`config.mk`:
```
export PLATFORM = sky130hd
export DESIGN_NAME = multi_key_event_detector_flat
export DESIGN_NICKNAME = d
export VERILOG_FILES = /design/src/hw/rtl/mked_pkg.sv /design/src/hw/rtl/mked_in_if.sv /design/src/hw/rtl/mked_out_if.sv /design/src/hw/rtl/mked_key_step.sv /design/src/hw/rtl/multi_key_event_detector.sv /design/src/flat_wrapper.sv
export SDC_FILE = /design/constraint.sdc
export NUM_CORES = 1
export LEC_CHECK = 0
export BUFFER_PORTS_ARGS = -buffer_cell sky130_fd_sc_hd__buf_2
export CAP_MARGIN = 5
export CORE_MARGIN = 5
export CORE_UTILIZATION = 40
export CTS_CLUSTER_DIAMETER = 100
export DETAILED_ROUTE_END_ITERATION = 16
export PLACE_DENSITY_LB_ADDON = 0.1
export SETUP_SLACK_MARGIN = 0.4
export SLEW_MARGIN = 20
export SYNTH_ARGS = -nofsm -noshare
export SYNTH_HDL_FRONTEND = slang
export SYNTH_SLANG_ARGS = --single-unit
```
`constraint.sdc`:
```
create_clock -name i_clk -period 6.5 [get_ports i_clk]
set_input_delay 1.3 -clock i_clk [delete_from_list [all_inputs] [get_ports i_clk]]
set_output_delay 1.3 -clock i_clk [all_outputs]
set_load 0.1 [all_outputs]
```
`src/hw/rtl/mked_pkg.sv`:
```
`default_nettype none
package mked_pkg;

    localparam int NUM_KEYS_DEF = 4;
    localparam int LEVELS_W     = 4;
    localparam int CKEY_W       = 2;
    localparam int FLAGS_W      = 7;
    localparam int TIMER_W      = 16;
    localparam int DIV_W        = 8;
    localparam int CFG_IDX_W    = 2;
    localparam int CFG_DATA_W   = 16;

    localparam logic [DIV_W-1:0]   SAMPLE_DIV_RST   = 8'd20;
    localparam logic [TIMER_W-1:0] DOUBLE_WIN_RST   = 16'd200;
    localparam logic [TIMER_W-1:0] LONG_TIME_RST    = 16'd2000;
    localparam logic [TIMER_W-1:0] REPEAT_INTV_RST  = 16'd100;

    // Configuration register indexes
    localparam logic [CFG_IDX_W-1:0] CFG_SAMPLE_DIV  = 2'd0;
    localparam logic [CFG_IDX_W-1:0] CFG_DOUBLE_WIN  = 2'd1;
    localparam logic [CFG_IDX_W-1:0] CFG_LONG_TIME   = 2'd2;
    localparam logic [CFG_IDX_W-1:0] CFG_REPEAT_INTV = 2'd3;

    // Input item modes
    localparam logic MODE_TICK  = 1'b0;
    localparam logic MODE_CHECK = 1'b1;

    // Event flag masks
    localparam logic [FLAGS_W-1:0] FLAG_HOLD   = 7'h01;
    localparam logic [FLAGS_W-1:0] FLAG_DOWN   = 7'h02;
    localparam logic [FLAGS_W-1:0] FLAG_UP     = 7'h04;
    localparam logic [FLAGS_W-1:0] FLAG_SINGLE = 7'h08;
    localparam logic [FLAGS_W-1:0] FLAG_DOUBLE = 7'h10;
    localparam logic [FLAGS_W-1:0] FLAG_LONG   = 7'h20;
    localparam logic [FLAGS_W-1:0] FLAG_REPEAT = 7'h40;

    typedef enum logic [2:0] {
        ST_IDLE   = 3'd0,
        ST_PRESS  = 3'd1,
        ST_WAIT   = 3'd2,
        ST_SECOND = 3'd3,
        ST_REPEAT = 3'd4
    } t_stage;

    typedef struct packed {
        logic               level;
        logic               prev;
        t_stage             stage;
        logic [TIMER_W-1:0] timer;
        logic [FLAGS_W-1:0] flags;
    } t_key_st;

    typedef struct packed {
        logic [TIMER_W-1:0] double_win;
        logic [TIMER_W-1:0] long_time;
        logic [TIMER_W-1:0] repeat_intv;
    } t_key_cfg;

    typedef enum logic [1:0] {
        S_IDLE  = 2'd0,
        S_TICK  = 2'd1,
        S_CHECK = 2'd2,
        S_DONE  = 2'd3
    } t_seq;

endpackage
`default_nettype wire

```
`src/hw/rtl/mked_in_if.sv`:
```
`default_nettype none
interface mked_in_if;
    logic                               valid;
    logic                               ready;
    logic                               mode;
    logic [mked_pkg::LEVELS_W-1:0]      key_levels;
    logic [mked_pkg::CKEY_W-1:0]        check_key;
    logic [mked_pkg::FLAGS_W-1:0]       check_mask;

    modport source (output valid, mode, key_levels, check_key, check_mask, input ready);
    modport sink   (input valid, mode, key_levels, check_key, check_mask, output ready);
endinterface
`default_nettype wire

```
`src/hw/rtl/mked_out_if.sv`:
```
`default_nettype none
interface mked_out_if;
    logic                               valid;
    logic                               ready;
    logic                               check_hit;
    logic [mked_pkg::FLAGS_W-1:0]       key_flags;
    logic [mked_pkg::LEVELS_W-1:0]      held_keys;

    modport source (output valid, check_hit, key_flags, held_keys, input ready);
    modport sink   (input valid, check_hit, key_flags, held_keys, output ready);
endinterface
`default_nettype wire

```
`src/hw/rtl/mked_key_step.sv`:
```
`default_nettype none
module mked_key_step (
    input  mked_pkg::t_key_st  i_key,
    input  mked_pkg::t_key_cfg i_cfg,
    input  logic               i_sample,
    input  logic               i_level,
    output mked_pkg::t_key_st  o_key
);
    import mked_pkg::*;

    logic [TIMER_W-1:0] w_timer;
    logic               w_tmo;

    assign w_timer = (i_key.timer != '0) ? i_key.timer - 1'b1 : i_key.timer;
    assign w_tmo   = (w_timer == '0);

    always_comb begin
        o_key       = i_key;
        o_key.timer = w_timer;
        if (i_sample) begin
            o_key.prev  = i_key.level;
            o_key.level = i_level;
            if (i_level) begin
                o_key.flags = o_key.flags | FLAG_HOLD;
            end else begin
                o_key.flags = o_key.flags & ~FLAG_HOLD;
            end
            if (i_level && !i_key.level) begin
                o_key.flags = o_key.flags | FLAG_DOWN;
            end
            if (!i_level && i_key.level) begin
                o_key.flags = o_key.flags | FLAG_UP;
            end
            case (i_key.stage)
                ST_IDLE: begin
                    if (i_level) begin
                        o_key.timer = i_cfg.long_time;
                        o_key.stage = ST_PRESS;
                    end
                end
                ST_PRESS: begin
                    if (!i_level) begin
                        o_key.timer = i_cfg.double_win;
                        o_key.stage = ST_WAIT;
                    end else if (w_tmo) begin
                        o_key.timer = i_cfg.repeat_intv;
                        o_key.flags = o_key.flags | FLAG_LONG;
                        o_key.stage = ST_REPEAT;
                    end
                end
                ST_WAIT: begin
                    if (i_level) begin
                        o_key.flags = o_key.flags | FLAG_DOUBLE;
                        o_key.stage = ST_SECOND;
                    end else if (w_tmo) begin
                        o_key.flags = o_key.flags | FLAG_SINGLE;
                        o_key.stage = ST_IDLE;
                    end
                end
                ST_SECOND: begin
                    if (!i_level) begin
                        o_key.stage = ST_IDLE;
                    end
                end
                ST_REPEAT: begin
                    if (!i_level) begin
                        o_key.stage = ST_IDLE;
                    end else if (w_tmo) begin
                        o_key.timer = i_cfg.repeat_intv;
                        o_key.flags = o_key.flags | FLAG_REPEAT;
                    end
                end
                default: begin
                    o_key.stage = ST_IDLE;
                end
            endcase
        end
    end
endmodule
`default_nettype wire

```
`src/hw/rtl/multi_key_event_detector.sv`:
```
`default_nettype none
// Debounced event detector for NUM_KEYS push keys. A tick transaction (mode 0) counts every
// key timer down, and on every sample_divider-th tick samples key_levels and updates each
// key's hold/down/up flags and its single/double/long/repeat state machine. A check
// transaction (mode 1) reports the chosen key's flags and whether any masked flag is set,
// then clears the masked flags unless the mask is the hold bit alone. One shared key update
// unit visits the keys one per cycle; a new transaction is accepted once the result is
// registered. Configuration may only be written while the block is idle.
module multi_key_event_detector #(
    parameter int NUM_KEYS = mked_pkg::NUM_KEYS_DEF
) (
    input  wire logic                              i_clk,
    input  wire logic                              i_rst_n,
    input  wire logic                              i_cfg_we,
    input  wire logic [mked_pkg::CFG_IDX_W-1:0]    i_cfg_idx,
    input  wire logic [mked_pkg::CFG_DATA_W-1:0]   i_cfg_data,
    mked_in_if.sink                                i_in,
    mked_out_if.source                             o_out
);
    import mked_pkg::*;

    localparam int KW = (NUM_KEYS > 1) ? $clog2(NUM_KEYS) : 1;

    t_seq               r_state, n_state;
    logic [DIV_W-1:0]   r_sample_div;
    t_key_cfg           r_cfg;
    logic [DIV_W-1:0]   r_div_cnt;
    logic [DIV_W-1:0]   w_div_inc;
    logic               r_sample;
    logic [LEVELS_W-1:0] r_levels;
    logic [FLAGS_W-1:0] r_mask;
    logic               r_ck_ok;
    logic [KW-1:0]      r_idx, n_idx;
    t_key_st            r_keys [NUM_KEYS];
    t_key_st            w_cur, w_step, w_wdata;
    logic               w_we;
    logic [NUM_KEYS-1:0] w_lvl_vec;
    logic [LEVELS_W-1:0] w_held;
    logic               w_accept;
    logic               w_load;
    logic               w_hit;
    logic               r_res_hit;
    logic [FLAGS_W-1:0] r_res_flags;
    logic               r_out_valid;
    logic               r_out_hit;
    logic [FLAGS_W-1:0] r_out_flags;
    logic [LEVELS_W-1:0] r_out_held;

    assign w_accept  = i_in.valid && i_in.ready;
    assign w_div_inc = r_div_cnt + 1'b1;

    for (genvar k = 0; k < NUM_KEYS; k++) begin : g_lvl
        if (k < LEVELS_W) begin : g_in
            assign w_lvl_vec[k] = r_levels[k];
        end else begin : g_none
            assign w_lvl_vec[k] = 1'b0;
        end
    end

    for (genvar k = 0; k < LEVELS_W; k++) begin : g_held
        if (k < NUM_KEYS) begin : g_key
            assign w_held[k] = r_keys[k].flags[0];
        end else begin : g_none
            assign w_held[k] = 1'b0;
        end
    end

    assign w_cur = r_keys[r_idx];
    assign w_hit = r_ck_ok && ((w_cur.flags & r_mask) != '0);

    mked_key_step u_step (
        .i_key    (w_cur),
        .i_cfg    (r_cfg),
        .i_sample (r_sample),
        .i_level  (w_lvl_vec[r_idx]),
        .o_key    (w_step)
    );

    always_comb begin
        n_state     = r_state;
        n_idx       = r_idx;
        w_we        = 1'b0;
        w_wdata     = w_step;
        w_load      = 1'b0;
        i_in.ready  = 1'b0;
        case (r_state)
            S_IDLE: begin
                i_in.ready = 1'b1;
                if (i_in.valid) begin
                    if (i_in.mode == MODE_TICK) begin
                        n_state = S_TICK;
                        n_idx   = '0;
                    end else begin
                        n_state = S_CHECK;
                        n_idx   = KW'(i_in.check_key);
                    end
                end
            end
            S_TICK: begin
                w_we = 1'b1;
                if (r_idx == KW'(NUM_KEYS - 1)) begin
                    n_state = S_DONE;
                end else begin
                    n_idx = r_idx + 1'b1;
                end
            end
            S_CHECK: begin
                w_wdata       = w_cur;
                w_wdata.flags = w_cur.flags & ~r_mask;
                w_we          = w_hit && (r_mask != FLAG_HOLD);
                n_state       = S_DONE;
            end
            S_DONE: begin
                // hold the result until the output register is free
                if (!r_out_valid || o_out.ready) begin
                    w_load  = 1'b1;
                    n_state = S_IDLE;
                end
            end
            default: begin
                n_state = S_IDLE;
            end
        endcase
    end

    always_ff @(posedge i_clk) begin
        if (!i_rst_n) begin
            r_state <= S_IDLE;
        end else begin
            r_state <= n_state;
        end
        r_idx <= n_idx;
    end

    always_ff @(posedge i_clk) begin
        if (!i_rst_n) begin
            r_sample_div      <= SAMPLE_DIV_RST;
            r_cfg.double_win  <= DOUBLE_WIN_RST;
            r_cfg.long_time   <= LONG_TIME_RST;
            r_cfg.repeat_intv <= REPEAT_INTV_RST;
        end else if (i_cfg_we) begin
            case (i_cfg_idx)
                CFG_SAMPLE_DIV:  r_sample_div      <= i_cfg_data[DIV_W-1:0];
                CFG_DOUBLE_WIN:  r_cfg.double_win  <= i_cfg_data;
                CFG_LONG_TIME:   r_cfg.long_time   <= i_cfg_data;
                CFG_REPEAT_INTV: r_cfg.repeat_intv <= i_cfg_data;
                default: ;
            endcase
        end
    end

    always_ff @(posedge i_clk) begin
        if (!i_rst_n) begin
            r_div_cnt <= '0;
            r_sample  <= 1'b0;
        end else if (w_accept && i_in.mode == MODE_TICK) begin
            r_sample  <= (w_div_inc >= r_sample_div);
            r_div_cnt <= (w_div_inc >= r_sample_div) ? '0 : w_div_inc;
        end
    end

    always_ff @(posedge i_clk) begin
        if (w_accept) begin
            r_levels <= i_in.key_levels;
            r_mask   <= i_in.check_mask;
            r_ck_ok  <= (i_in.mode == MODE_CHECK) && (int'(i_in.check_key) < NUM_KEYS);
        end
    end

    always_ff @(posedge i_clk) begin
        if (!i_rst_n) begin
            for (int k = 0; k < NUM_KEYS; k++) begin
                r_keys[k] <= '0;
            end
        end else if (w_we) begin
            r_keys[r_idx] <= w_wdata;
        end
    end

    always_ff @(posedge i_clk) begin
        if (r_state == S_TICK) begin
            r_res_hit   <= 1'b0;
            r_res_flags <= '0;
        end else if (r_state == S_CHECK) begin
            r_res_hit   <= w_hit;
            r_res_flags <= r_ck_ok ? w_cur.flags : '0;
        end
    end

    always_ff @(posedge i_clk) begin
        if (!i_rst_n) begin
            r_out_valid <= 1'b0;
        end else if (w_load) begin
            r_out_valid <= 1'b1;
        end else if (o_out.ready) begin
            r_out_valid <= 1'b0;
        end
        if (w_load) begin
            r_out_hit   <= r_res_hit;
            r_out_flags <= r_res_flags;
            r_out_held  <= w_held;
        end
    end

    assign o_out.valid     = r_out_valid;
    assign o_out.check_hit = r_out_hit;
    assign o_out.key_flags = r_out_flags;
    assign o_out.held_keys = r_out_held;

    a_tick_starts_walk: assert property (@(posedge i_clk) disable iff (!i_rst_n)
        (w_accept && i_in.mode == MODE_TICK) |=> (r_state == S_TICK && r_idx == '0))
        else $error("tick did not start the key walk at key 0");

    a_walk_in_range: assert property (@(posedge i_clk) disable iff (!i_rst_n)
        (r_state == S_TICK) |-> (int'(r_idx) < NUM_KEYS))
        else $error("key walk index out of range");

    // r_mask still belongs to the reported transaction only while idle
    a_hit_has_flags: assert property (@(posedge i_clk) disable iff (!i_rst_n)
        (o_out.valid && r_state == S_IDLE)
            |-> (!o_out.check_hit || (o_out.key_flags & r_mask) != '0))
        else $error("check hit reported without a matching flag");

    a_held_matches: assert property (@(posedge i_clk) disable iff (!i_rst_n)
        (o_out.valid && r_state == S_IDLE) |-> (o_out.held_keys[0] == r_keys[0].flags[0]))
        else $error("reported hold state differs from key 0 flags");

endmodule
`default_nettype wire

```
`src/flat_wrapper.sv`:
```
// flat-port wrapper written by rule: the top's interface ports become plain ports
module multi_key_event_detector_flat import mked_pkg::*;
#(
    parameter int NUM_KEYS = mked_pkg::NUM_KEYS_DEF
)
  (i_clk, i_rst_n, i_cfg_we, i_cfg_idx, i_cfg_data, i_in_valid, i_in_mode, i_in_key_levels, i_in_check_key, i_in_check_mask, i_in_ready, o_out_valid, o_out_check_hit, o_out_key_flags, o_out_held_keys, o_out_ready);
  mked_in_if i_in_i ();
  mked_out_if o_out_i ();
  input  wire logic i_clk;
  input  wire logic i_rst_n;
  input  wire logic i_cfg_we;
  input  wire logic [mked_pkg::CFG_IDX_W-1:0] i_cfg_idx;
  input  wire logic [mked_pkg::CFG_DATA_W-1:0] i_cfg_data;
  input wire logic [$bits(i_in_i.valid)-1:0] i_in_valid;
  input wire logic [$bits(i_in_i.mode)-1:0] i_in_mode;
  input wire logic [$bits(i_in_i.key_levels)-1:0] i_in_key_levels;
  input wire logic [$bits(i_in_i.check_key)-1:0] i_in_check_key;
  input wire logic [$bits(i_in_i.check_mask)-1:0] i_in_check_mask;
  output wire logic [$bits(i_in_i.ready)-1:0] i_in_ready;
  output wire logic [$bits(o_out_i.valid)-1:0] o_out_valid;
  output wire logic [$bits(o_out_i.check_hit)-1:0] o_out_check_hit;
  output wire logic [$bits(o_out_i.key_flags)-1:0] o_out_key_flags;
  output wire logic [$bits(o_out_i.held_keys)-1:0] o_out_held_keys;
  input wire logic [$bits(o_out_i.ready)-1:0] o_out_ready;
  assign i_in_i.valid = i_in_valid;
  assign i_in_i.mode = i_in_mode;
  assign i_in_i.key_levels = i_in_key_levels;
  assign i_in_i.check_key = i_in_check_key;
  assign i_in_i.check_mask = i_in_check_mask;
  assign i_in_ready = i_in_i.ready;
  assign o_out_valid = o_out_i.valid;
  assign o_out_check_hit = o_out_i.check_hit;
  assign o_out_key_flags = o_out_i.key_flags;
  assign o_out_held_keys = o_out_i.held_keys;
  assign o_out_i.ready = o_out_ready;
  multi_key_event_detector #(.NUM_KEYS(NUM_KEYS)) u_core (.i_clk(i_clk), .i_rst_n(i_rst_n), .i_cfg_we(i_cfg_we), .i_cfg_idx(i_cfg_idx), .i_cfg_data(i_cfg_data), .i_in(i_in_i), .o_out(o_out_i));
endmodule
```
==> results of run 1 <==
-- through the flow --
step	cells	power, uW	cell area [sq um]
after floorplan	1077	3380	10700
after global placement	1414	4010	11300
after detailed placement	1414	3990	11300
after CTS	1455	5190	11900
after global routing	1455	5480	11900
final	1455	5180	11900
-- layout by cell type (no fill, tap or decap), drive strengths merged, types with 7 or more instances in the layout --
cell type	synthesis	layout
nor2	169	169
nand2	167	167
edfxtp	134	134
dfxtp	78	78
buf	12	67
a21oi	44	44
o21ai	39	39
a21boi	38	38
clkbuf	59	36
nand3	29	29
inv	27	28
mux4	27	27
nor3	18	18
ha	16	16
nor2b	16	16
a22oi	14	14
o211ai	12	12
nor4	11	11
or2	11	11
a31oi	10	10
a21o	9	9
a211oi	9	9
or3	8	8
a221oi	7	7
nand2b	7	7
mux2i	7	7
nor3b	7	7
-- worst max-delay path, stage by stage, from the launching register on --
cell	delay, ns
sky130_fd_sc_hd__dfxtp_2	0.67
sky130_fd_sc_hd__mux4_2	0.65
sky130_fd_sc_hd__inv_1	0.15
sky130_fd_sc_hd__ha_1	0.20
sky130_fd_sc_hd__inv_1	0.07
sky130_fd_sc_hd__or4_1	0.64
sky130_fd_sc_hd__nor4_1	0.54
sky130_fd_sc_hd__mux2_2	0.44
sky130_fd_sc_hd__a211oi_1	0.38
sky130_fd_sc_hd__nand4_4	0.34
sky130_fd_sc_hd__o41a_1	0.54
sky130_fd_sc_hd__or3b_4	0.42
sky130_fd_sc_hd__nor2_1	0.11
-- how the worst max path moves through the flow --
stage / endpoint / slack (ns) / startpoint
2_1_floorplan: u_core.r_keys[1][16] / 1.88 / flip-flop
3_3_place_gp: u_core.r_keys[1][16] / 1.32 / flip-flop
5_1_grt: u_core.r_keys[1][16] / 0.88 / flip-flop
4_1_cts: u_core.r_keys[1][16] / 1.23 / flip-flop
3_5_place_dp: u_core.r_keys[1][16] / 1.26 / flip-flop
6_report: u_core.r_keys[1][16] / 1.20 / flip-flop
-- kinds of logic after synthesis --
group                    after synthesis
XOR/XNOR                              12
buffers and inverters                 99
multiplexers                          40
AND/OR/NAND/NOR                      470
flip-flops                           212
AO/OA/AOI/OAI                        228
adder cells (fa/ha/maj)               16
-- routing by layer --
metal	wire (microns)	up-vias	global-route usage, %
met5	0	-	0
met4	566	0	4.06
met3	1880	40	3.21
met2	13100	246	29.4
met1	14300	3946	29.3
li1	-	3936	-
-- registers in the layout (all words and copies together) (netlist names), named ones only --
| name | flops |
|---|---|
| u_core.r_mask | 7 |
| u_core.o_out.check_hit | 1 |
| u_core.r_res_hit | 1 |
| u_core.r_sample_div | 8 |
| u_core.r_keys | 108 |
| u_core.r_idx | 2 |
| u_core.r_levels | 4 |
| u_core.r_sample | 1 |
| u_core.r_res_flags | 7 |
| u_core.r_div_cnt | 8 |
| u_core.r_cfg | 48 |
| u_core.o_out.key_flags | 7 |
| u_core.r_ck_ok | 1 |
| o_out_held_keys | 4 |
| u_core.o_out.valid | 1 |
| u_core.r_state | 2 |
-- power groups by stage --
| stage | Combinational [uW] | Sequential (uW) | Clock (uW) |
|---|---|---|---|
| finish | 2270 | 1710 | 1190 |
| global placement | 2260 | 1740 | 0 |
| floorplan | 1640 | 1730 | 0 |
| detailed placement | 2240 | 1750 | 0 |
| CTS | 2250 | 1720 | 1220 |
| global route | 2470 | 1740 | 1270 |
-- final cells by class --
type / instances / area (sq um)
sequential: 212 / 5590
inverter: 28 / 105
fill: 2621 / 14800
multi-input combinational: 766 / 4770
timing repair buffer: 67 / 378
clock inverter: 5 / 32.5
tap: 341 / 427
clock buffer: 36 / 634
==> insert_results.sql, run 1 <==
INSERT INTO impl_metrics (metric_group, metric, value, unit) VALUES
('yosys', 'synth_area', '10700', 'sq um'),
('sta', 'period_minus_slack', '5.30', 'ns'),
('cts', 'cts_buffers', '23', ''),
('grt', 'antenna_found_initial', '0', ''),
('yosys', 'synth_simple_gate_area_share', '19.8', '%'),
('worst_setup_path', 'path_max_fanout', '17', ''),
('yosys', 'synth.net_count', '1130', ''),
('yosys', 'dominantRegCellSynth', 'sky130_fd_sc_hd__edfxtp_1', ''),
('cts', 'clockBufferDepth', '3', ''),
('grt', 'grt_max_degree', '66', ''),
('yosys', 'xor_and_xnor_area_share_after_synthesis', '0.979', '%'),
('worst_setup_path', 'critPathRequiredTime', '6.86', 'ns'),
('worst_setup_path', 'arrival_time_of_the_worst_setup_path', '5.65', 'ns'),
('yosys', 'synth-seq-area-share', '52.0', '%'),
('route', 'drc', '0', ''),
('yosys', 'number_of_synthesized_flops_with_an_enable_pin', '134', ''),
('cts', 'cts.root.buffer_cell', 'sky130_fd_sc_hd__clkbuf_16', ''),
('floorplan', 'fp.dieW', '174', 'microns'),
('yosys', 'postSynthAreaPerCell', '9.97', 'sq um'),
('cts', 'h_tree_level_count', '1', ''),
('sta', 'final-hold-violation-count', '0', ''),
('yosys', 'ys_ff_latch', '212', ''),
('sta', 'worstMarginPinSlew', '0.963', 'ns'),
('sta', 'worst_slack', '1.20', 'ns'),
('grt', 'via_count_of_the_first_global_routing_pass', '8068', ''),
('yosys', 'synth.yosys.warnings', '0', ''),
('yosys', 'synth-adder-area-share', '1.86', '%'),
('sta', 'post-route-period-util', '81.5', '%'),
('yosys', 'synth.area.mux_share', '6.95', '%'),
('cts', 'worst_skew_pair.late_latency', '0.51', 'ns'),
('final_layout', 'net_count_of_the_finished_layout', '1151', ''),
('status', 'outcome', 'finished, final reports clean', ''),
('power', 'power-per-cell-area', '434', 'nW/um^2'),
('cts', 'clk_pin_slew_worst_paths', '0.06', 'ns'),
('floorplan', 'row_count', '60', ''),
('worst_setup_path', 'ff2ff_path_depth', '12', ''),
('yosys', 'synth_top_family_by_area', 'simple AND/OR/NAND/NOR gates', ''),
('cts', 'postCtsSetupRepairBufs', '0', ''),
('sta', 'fin_worst_skew', '0.0117', 'ns'),
('yosys', 'yosys.cell_types.count', '75', ''),
('route', 'routed_wl', '29900', 'microns'),
('job', 'cap_violations', '0', ''),
('grt', 'first_pass_grt_wire_length', '46800', 'microns'),
('sta', 'grt_setup_unrepaired', 'no', ''),
('final_layout', 'final_layout_size_suffix_gt1_share', '13.5', '%'),
('floorplan', 'die_y', '174', 'microns'),
('floorplan', 'core_area', '26700', 'sq um'),
('route', 'routed_wire_length_per_instance', '20.5', 'microns'),
('route', 'detail-route-antenna-nets', '0', ''),
('worst_setup_path', 'worst_setup_path_start_kind', 'flip-flop', ''),
('yosys', 'synthDominantCellAreaShare', '37.5', '%'),
('floorplan', 'top_ports', '51', ''),
('sta', 'max_freq', '189', 'MHz'),
('placement', 'post-place-ws', '1.26', 'ns'),
('power', 'power.switching', '2160', 'uW'),
('yosys', 'syn_inst_count', '1077', ''),
('power', 'cell_internal_pwr', '3020', 'uW'),
('yosys', 'netlist.top_cell.by_area', 'sky130_fd_sc_hd__edfxtp_1', ''),
('sta', 'setup_tns', '0', 'ns'),
('worst_setup_path', 'setup.worst_path.class', 'reg -> reg', ''),
('floorplan', 'die_area', '30200', 'sq um'),
('floorplan', 'starting_utilization_of_the_core_area', '40.2', '%'),
('power', 'switching_share', '41.6', '%'),
('route', 'dr_total_vias', '8168', ''),
('placement', 'gpl.final_weighted_congestion', '0.908', ''),
('placement', 'hpwl', '20700', 'microns'),
('route', 'first_pass_iters', '5', ''),
('grt', 'globalRouteOverflowTotal', '0', ''),
('cts', 'ctsResizeCount', '0', ''),
('cts', 'cts_tree', 'done', ''),
('power', 'share_clk_of_total_power', '22.9', '%');
Power figures use the tool's default switching activity.
==> run 2: changes to the inputs <==
==> constraint.sdc (replaced) <==
create_clock -name i_clk -period 4.91 [get_ports i_clk]
set_input_delay 0.982 -clock i_clk [delete_from_list [all_inputs] [get_ports i_clk]]
set_output_delay 0.982 -clock i_clk [all_outputs]
set_load 0.1 [all_outputs]
==> run 2 against run 1 <==
Effect of this change:
- wire length increased by 2.7%
- critical path type unchanged
- largest cell class unchanged
- critical endpoint is now u_core.r_keys[0][16]
- sequential cell count unchanged
- hold slack improved by 0.0019 ns
- global-route usage increased by 0.40 points
- first-iteration DRC count increased by 19%
- non-clock buffer count increased by 15
- sequential share of layout area decreased by 1.2 points
==> insert_results.sql, run 2 (synthesis results as in run 1) <==
INSERT INTO impl_metrics (metric_group, metric, value, unit) VALUES
('worst_setup_path', 'timing.critical_path.to_type', 'flip-flop', ''),
('floorplan', 'core_area', '26700', 'sq um'),
('sta', 'max_freq', '230', 'MHz'),
('final_layout', 'layout.cells.most_common_list', 'sky130_fd_sc_hd__nor2_1, sky130_fd_sc_hd__nand2_1, sky130_fd_sc_hd__edfxtp_1', ''),
('floorplan', 'die_area', '30200', 'sq um'),
('route', 'routed_wire_length_per_instance', '20.8', 'microns'),
('sta', 'fin_worst_skew', '0.0114', 'ns'),
('worst_setup_path', 'worst_setup_path_start_kind', 'flip-flop', ''),
('cts', 'cts_tree', 'done', ''),
('cts', 'worst_skew_pair.late_latency', '0.52', 'ns'),
('route', 'first_pass_iters', '7', ''),
('worst_setup_path', 'cp_slowest_cell', 'sky130_fd_sc_hd__mux4_2', ''),
('sta', 'period_minus_slack', '4.35', 'ns'),
('placement', 'port_buffers', '50', ''),
('placement', 'gpl.final_weighted_congestion', '0.916', ''),
('power', 'power', '7320', 'uW'),
('route', 'detail-route-antenna-nets', '0', ''),
('placement', 'placement.cell_area', '11300', 'sq um'),
('final_layout', 'diodes', '0', ''),
('final_layout', 'final_layout_size_suffix_gt1_share', '16.0', '%'),
('final_layout', 'largest-register', 'u_core.r_keys', ''),
('route', 'drc', '0', ''),
('job', 'cap_violations', '0', ''),
('route', 'dr_total_vias', '8341', ''),
('worst_setup_path', 'critical-path-max-stage-delay', '0.59', 'ns'),
('sta', 'worstMarginPinSlew', '0.885', 'ns'),
('floorplan', 'fp.dieW', '174', 'microns'),
('power', 'power.share.sequential', '30.7', '%'),
('floorplan', 'die_y', '174', 'microns'),
('floorplan', 'starting_utilization_of_the_core_area', '40.2', '%'),
('final_layout', 'largest_register_ff_count', '108', ''),
('power', 'cell_internal_pwr', '4330', 'uW'),
('power', 'combinationalPowerShare', '43.8', '%'),
('final_layout', 'layout.cells.most_common', 'sky130_fd_sc_hd__nor2_1', ''),
('final_layout', 'fillCellCount', '2592', ''),
('worst_setup_path', 'critical-path-top-cell-by-count', 'sky130_fd_sc_hd__inv_1', ''),
('final_layout', 'area_delta_synth_final', '14.2', '%'),
('cts', 'clk_pin_slew_worst_paths', '0.06', 'ns'),
('hold_path', 'hold_path.class', 'reg -> reg', ''),
('sta', 'grt_setup_unrepaired', 'no', ''),
('worst_setup_path', 'path_max_fanout', '7', ''),
('route', 'routed_wl', '30700', 'microns'),
('sta', 'relSlewSlack', '40.8', '%'),
('cts', 'clock_sink_count', '212', ''),
('cts', 'h_tree_level_count', '1', ''),
('route', 'drtIter0Drc', '741', ''),
('grt', 'grt_max_degree', '65', ''),
('grt', 'global_route.usage.met1', '29.2', '%'),
('status', 'outcome', 'finished, final reports clean', ''),
('grt', 'top_usage_layer', 'met2', ''),
('cts', 'clockBufferDepth', '3', ''),
('power', 'power_leakage', '0.00442', 'uW'),
('worst_setup_path', 'critPathRequiredTime', '5.29', 'ns'),
('sta', 'fin_worst_hold_slack', '0.435', 'ns'),
('power', 'power-per-cell-area', '597', 'nW/um^2'),
('floorplan', 'row_count', '60', ''),
('power', 'switching_share', '40.8', '%'),
('worst_setup_path', 'setup.worst_path.class', 'reg -> reg', ''),
('sta', 'final-hold-violation-count', '0', ''),
('grt', 'globalRouteOverflowTotal', '0', ''),
('floorplan', 'top_ports', '51', ''),
('power', 'power.switching', '2980', 'uW'),
('power', 'share_clk_of_total_power', '25.6', '%'),
('power', 'ir_drop', '0.265', 'mV'),
('final_layout', 'biggestRegsByFlops', 'u_core.r_keys x108, u_core.r_cfg x48', ''),
('placement', 'hpwl', '21000', 'microns'),
('grt', 'grt_util_met3', '2.90', '%'),
('grt', 'grt.met2_usage', '30.7', '%'),
('worst_setup_path', 'arrival_time_of_the_worst_setup_path', '4.73', 'ns'),
('grt', 'antenna_found_initial', '1', ''),
('worst_setup_path', 'crit_path_cell_trace', 'mux4_2, inv_1, ha_1, inv_1, or4_4, nor4_4, mux2_2, a211oi_4, nand4_4, o41a_1, or3b_4, nor2_1', ''),
('sta', 'setup_tns', '0', 'ns'),
('final_layout', 'fin_cells', '1475', ''),
('route', 'vias_per_cell', '5.65', ''),
('grt', 'via_count_of_the_first_global_routing_pass', '8028', ''),
('sta', 'post-route-period-util', '88.6', '%'),
('cts', 'cts.root.buffer_cell', 'sky130_fd_sc_hd__clkbuf_16', ''),
('final_layout', 'layout.cell_area.non_filler', '12300', 'sq um'),
('cts', 'cts_buffers', '25', ''),
('grt', 'first_pass_grt_wire_length', '47400', 'microns'),
('final_layout', 'net_count_of_the_finished_layout', '1168', ''),
('sta', 'finalMaxSlewViolations', '0', ''),
('sta', 'timing.final.setup_violations', '0', ''),
('placement', 'place.detailed.instances', '1422', ''),
('cts', 'cts-hold-fix-buffers', '0', ''),
('grt', 'globalRouteTotalUtil', '19.7', '%');
[run 2: stage by stage]
stage          worst slack [ns]  util [%]
3_3_place_gp              0.271      42.4
2_1_floorplan             0.424         -
5_1_grt                   0.398      45.9
3_5_place_dp              0.216      42.4
6_report                  0.560      45.9
4_1_cts                   0.411      45.5
[run 2: repair_timing]
action / in CTS / in global routing
pin swaps: 0 / 3
endpoints found under the hold margin: 0 / 0
buffers inserted: 0 / 7
gates resized for setup: 2 / 7
setup endpoints to repair: 17 / 55
[run 2: power groups by stage]
stage | registers (uW) | logic (uW) | clock network, uW
floorplan | 2300 | 2180 | 0
detailed placement | 2280 | 3070 | 0
global route | 2260 | 3450 | 2000
CTS | 2240 | 3090 | 1920
finish | 2240 | 3200 | 1870
global placement | 2280 | 3090 | 0
[run 2: critical path, delay by kind of cell, from the launching register on]
| kind | cells | cell delay [ns] |
|---|---|---|
| flip-flops | 1 | 0.41 |
| buffers and inverters | 2 | 0.22 |
| AND/OR/NAND/NOR | 5 | 1.56 |
| adder cells (fa/ha/maj) | 1 | 0.19 |
| AO/OA/AOI/OAI | 2 | 0.78 |
| multiplexers | 2 | 1.03 |
[run 2: final timing paths]
path                                                  end  slack, ns  cells past startpoint             startpoint
worst min register to register  u_core.o_out.key_flags[2]       0.44                      0  u_core.r_res_flags[2]
worst max register to register       u_core.r_keys[0][16]       0.56                     12              flip-flop
worst max-delay path                 u_core.r_keys[0][16]       0.56                     12              flip-flop
worst min-delay path            u_core.o_out.key_flags[2]       0.44                      0  u_core.r_res_flags[2]
[run 2: area by class of cell]
cell class	count	area, sq um	share of cell area, %
repair buffers	82	503	4.10
clock inverters	14	151	1.23
flip-flops and latches	212	5590	45.6
well taps	341	427	3.48
inverters	28	105	0.857
clock buffers	32	679	5.54
multi-input cells	766	4810	39.2
[run 2: metal layers]
layer / part of all wire, % / up-vias / wire [microns]
met2: 45 / 289 / 13700
met3: 6.4 / 48 / 1950
met1: 47 / 4035 / 14300
li1: - / 3967 / -
met5: 0.042 / - / 13
met4: 2.0 / 2 / 624
==> run 3: changes to the inputs <==
--- a/config.mk
+++ b/config.mk
@@ -5,11 +5,11 @@
 export SDC_FILE = /design/constraint.sdc
 export NUM_CORES = 1
 export LEC_CHECK = 0
+export ABC_AREA = 1
 export BUFFER_PORTS_ARGS = -buffer_cell sky130_fd_sc_hd__buf_2
 export CAP_MARGIN = 5
 export CORE_MARGIN = 5
 export CORE_UTILIZATION = 40
-export CTS_CLUSTER_DIAMETER = 100
 export DETAILED_ROUTE_END_ITERATION = 16
 export PLACE_DENSITY_LB_ADDON = 0.1
 export SETUP_SLACK_MARGIN = 0.4
==> run 3 against run 2 <==
Effect of this change:
- fmax is 13% higher
- global-route usage barely moved
- register-to-register slack improved by 0.49 ns
- count of clock-buffer cells in the layout shrank 2
- non-clock buffer count decreased by 15
- clock skew is 0.0040 ns higher
- setup slack improved by 0.49 ns
- first-iteration DRC count is 13% higher
- final cell count grew 19%
- largest power group unchanged
- die area is 1.6% higher
- synthesized area is 1.7% higher
==> insert_results.sql, run 3 <==
INSERT INTO impl_metrics (metric_group, metric, value, unit) VALUES
('status', 'outcome', 'finished, final reports clean', ''),
('placement', 'hpwl', '20200', 'microns'),
('route', 'dr_total_vias', '9226', ''),
('placement', 'place.detailed.instances', '1714', ''),
('floorplan', 'top_ports', '51', ''),
('worst_setup_path', 'critical-path-top-cell-by-count', 'sky130_fd_sc_hd__nand2_1', ''),
('worst_setup_path', 'critical-path-max-stage-delay', '0.50', 'ns'),
('yosys', 'postSynthAreaPerCell', '7.97', 'sq um'),
('power', 'power', '7360', 'uW'),
('worst_setup_path', 'setup.worst_path.class', 'reg -> reg', ''),
('hold_path', 'hold_start', 'u_core.r_res_flags[3]', ''),
('placement', 'placement.cell_area', '11400', 'sq um'),
('sta', 'period_minus_slack', '3.86', 'ns'),
('yosys', 'synth.net_count', '1422', ''),
('sta', 'fin_worst_skew', '0.0154', 'ns'),
('sta', 'relSlewSlack', '40.6', '%'),
('route', 'detail-route-antenna-nets', '0', ''),
('grt', 'globalRouteOverflowTotal', '0', ''),
('worst_setup_path', 'path_max_fanout', '54', ''),
('cts', 'clk_pin_slew_worst_paths', '0.06', 'ns'),
('sta', 'timing.final.setup_violations', '0', ''),
('route', 'dr.max_layer_used', 'met4', ''),
('route', 'drc', '0', ''),
('yosys', 'synthMostInstantiatedCell', 'sky130_fd_sc_hd__nand2_1', ''),
('yosys', 'synth-seq-area-share', '51.2', '%'),
('final_layout', 'fin_cells', '1760', ''),
('final_layout', 'largest_register_ff_count', '108', ''),
('power', 'power-per-cell-area', '602', 'nW/um^2'),
('route', 'wl_met2', '13500', 'microns'),
('route', 'met3RoutedLength', '1480', 'microns'),
('job', 'cap_violations', '0', ''),
('route', 'routedLengthMet1', '15300', 'microns'),
('yosys', 'post_synth_main_area_contributors', 'sky130_fd_sc_hd__edfxtp_1, sky130_fd_sc_hd__dfxtp_1, sky130_fd_sc_hd__nand2_1, sky130_fd_sc_hd__nor2_1, sky130_fd_sc_hd__nand3_1', ''),
('cts', 'postCtsSetupRepairBufs', '0', ''),
('floorplan', 'row_count', '60', ''),
('floorplan', 'core_area', '26900', 'sq um'),
('floorplan', 'starting_utilization_of_the_core_area', '40.6', '%'),
('worst_setup_path', 'arrival_time_of_the_worst_setup_path', '4.04', 'ns'),
('cts', 'ctsResizeCount', '0', ''),
('yosys', 'postSynth.asyncResetShare', '0', '%'),
('sta', 'post-route-period-util', '78.6', '%'),
('final_layout', 'final_layout_size_suffix_gt1_share', '11.6', '%'),
('yosys', 'syn_inst_count', '1369', ''),
('final_layout', 'area.sequential', '5590', 'sq um'),
('floorplan', 'fp.dieW', '175', 'microns'),
('sta', 'max_freq', '259', 'MHz'),
('final_layout', 'diodes', '0', ''),
('grt', 'globalRouteTotalUtil', '19.7', '%'),
('final_layout', 'multi_input_area', '4580', 'sq um'),
('worst_setup_path', 'worst_setup_path_start_kind', 'flip-flop', ''),
('cts', 'cts_buffers', '25', ''),
('sta', 'fin_worst_hold_slack', '0.434', 'ns'),
('hold_path', 'hold_path.class', 'reg -> reg', ''),
('sta', 'worstMarginPinSlew', '0.885', 'ns'),
('final_layout', 'fillCellCount', '2757', ''),
('yosys', 'netlist.top_cell.by_area', 'sky130_fd_sc_hd__edfxtp_1', ''),
('cts', 'worst_skew_pair.late_latency', '0.54', 'ns'),
('yosys', 'dominantRegCellSynth', 'sky130_fd_sc_hd__edfxtp_1', ''),
('grt', 'grt_max_degree', '61', ''),
('worst_setup_path', 'cp_slowest_cell', 'sky130_fd_sc_hd__buf_4', ''),
('sta', 'setup_tns', '0', 'ns'),
('final_layout', 'net_count_of_the_finished_layout', '1453', ''),
('floorplan', 'die_area', '30700', 'sq um'),
('yosys', 'synthDominantCellAreaShare', '36.9', '%'),
('sta', 'finalMaxSlewViolations', '0', ''),
('grt', 'via_count_of_the_first_global_routing_pass', '8822', ''),
('cts', 'clockBufferDepth', '3', ''),
('route', 'routed_wl', '30600', 'microns'),
('yosys', 'synth.yosys.warnings', '0', ''),
('final_layout', 'biggestRegsByFlops', 'u_core.r_keys x108, u_core.r_cfg x48', ''),
('cts', 'cts-hold-fix-buffers', '0', ''),
('route', 'vias_per_cell', '5.24', ''),
('worst_setup_path', 'crit_path_cell_trace', 'buf_4, nand2_1, nand3_1, nand2_1, o22ai_1, nor2_1, a21oi_1, nand2_1, nand2_1, nand2_1, nor2_2, inv_2, nor2_1, inv_2, nand2_1, buf_4', ''),
('placement', 'port_buffers', '50', ''),
('yosys', 'ys_ff_latch', '212', ''),
('final_layout', 'layout.cell_area.non_filler', '12200', 'sq um'),
('yosys', 'synth.top_cells.by_count', 'sky130_fd_sc_hd__nand2_1, sky130_fd_sc_hd__nor2_1, sky130_fd_sc_hd__edfxtp_1', ''),
('grt', 'first_pass_grt_wire_length', '49200', 'microns'),
('final_layout', 'layout.cells.most_common_list', 'sky130_fd_sc_hd__nand2_1, sky130_fd_sc_hd__nor2_1, sky130_fd_sc_hd__edfxtp_1', ''),
('cts', 'h_tree_level_count', '1', ''),
('worst_setup_path', 'critPathRequiredTime', '5.09', 'ns'),
('floorplan', 'die_y', '175', 'microns'),
('yosys', 'number_of_synthesized_flops_with_an_enable_pin', '134', ''),
('worst_setup_path', 'timing.critical_path.to_type', 'flip-flop', ''),
('sta', 'final-hold-violation-count', '0', ''),
('power', 'power_leakage', '0.00523', 'uW'),
('grt', 'antenna_found_initial', '0', ''),
('route', 'first_pass_iters', '6', ''),
('final_layout', 'area_delta_synth_final', '12.1', '%'),
('worst_setup_path', 'regToRegSetupSlack', '1.05', 'ns'),
('placement', 'gpl.final_weighted_congestion', '0.826', ''),
('final_layout', 'layout.cells.most_common', 'sky130_fd_sc_hd__nand2_1', ''),
('route', 'drtIter0Drc', '841', ''),
('sta', 'grt_setup_unrepaired', 'no', ''),
('power', 'ir_drop', '0.277', 'mV'),
('cts', 'cts_tree', 'done', ''),
('cts', 'cts.root.buffer_cell', 'sky130_fd_sc_hd__clkbuf_16', ''),
('route', 'routed_wire_length_per_instance', '17.4', 'microns'),
('yosys', 'yosys.cell_types.count', '44', ''),
('final_layout', 'largest-register', 'u_core.r_keys', ''),
('cts', 'clock_sink_count', '212', ''),
('yosys', 'synth_area', '10900', 'sq um');
==> run 3: cell count changes after synthesis, sizes merged, moves of 15 or more <==
cell	before	now
a21boi	38	0
a21oi	44	69
buf	12	29
clkbuf	59	34
inv	27	105
mux4	27	0
nand2	167	369
nand3	29	128
nand4	2	20
nor2	169	225
nor2b	16	0
nor3	18	3
o21ai	39	104
==> run 3: critical path: cells and delay by family (launching register included) <==
| kind | cells | cell delay, ns |
|---|---|---|
| compound gates | 2 | 0.33 |
| buf+inv | 4 | 1.48 |
| flops | 1 | 0.35 |
| simple gates | 10 | 1.29 |
==> run 3: area by class of cell <==
cell class	instances	area share, %
flip-flops and latches	212	45.7
well taps	341	3.49
inverters	112	3.46
multi-input cells	982	37.5
clock buffers	30	5.37
clock inverters	16	1.48
repair buffers	67	3.09
==> run 3: layer usage <==
metal | global-route usage [%] | vias up
li1 | - | 4600
met1 | 29.8 | 4383
met2 | 30.7 | 219
met3 | 2.62 | 24
met4 | 3.47 | 0
met5 | 0 | -
==> run 3: final timing paths <==
check                                   end  depth (start not counted)
setup / recovery       u_core.r_keys[2][17]                         16
hold / removal    u_core.o_out.key_flags[3]                          0
setup reg to reg       u_core.r_keys[2][17]                         16
hold reg to reg   u_core.o_out.key_flags[3]                          0
==> run 3: through the flow <==
stage          utilization (%)  setup WS, ns
6_report                  45.5          1.05
5_1_grt                   45.5         0.607
4_1_cts                   45.5          1.00
3_5_place_dp              42.4          1.03
3_3_place_gp              42.4          1.16
2_1_floorplan                -         0.963
==> run 3: power breakdown <==
group	switching, uW	leakage (uW)	internal [uW]
logic	2420	0.00282	825
registers	95.2	0.00200	2130
clock network	772	0.000410	1120
total	3280	0.00523	4080
==> run 3: cells by family (layout without fill, tap and decap cells) <==
family,after synthesis,count (layout),share of synthesized area [%]
AOI/OAI and AO/OA,202,202,9.97
xor gates and xnor gates,8,8,0.642
adders and majority gates,16,16,1.83
buffers and inverters,175,225,6.86
DFF,212,212,51.2
and+or+nand+nor,756,756,29.5
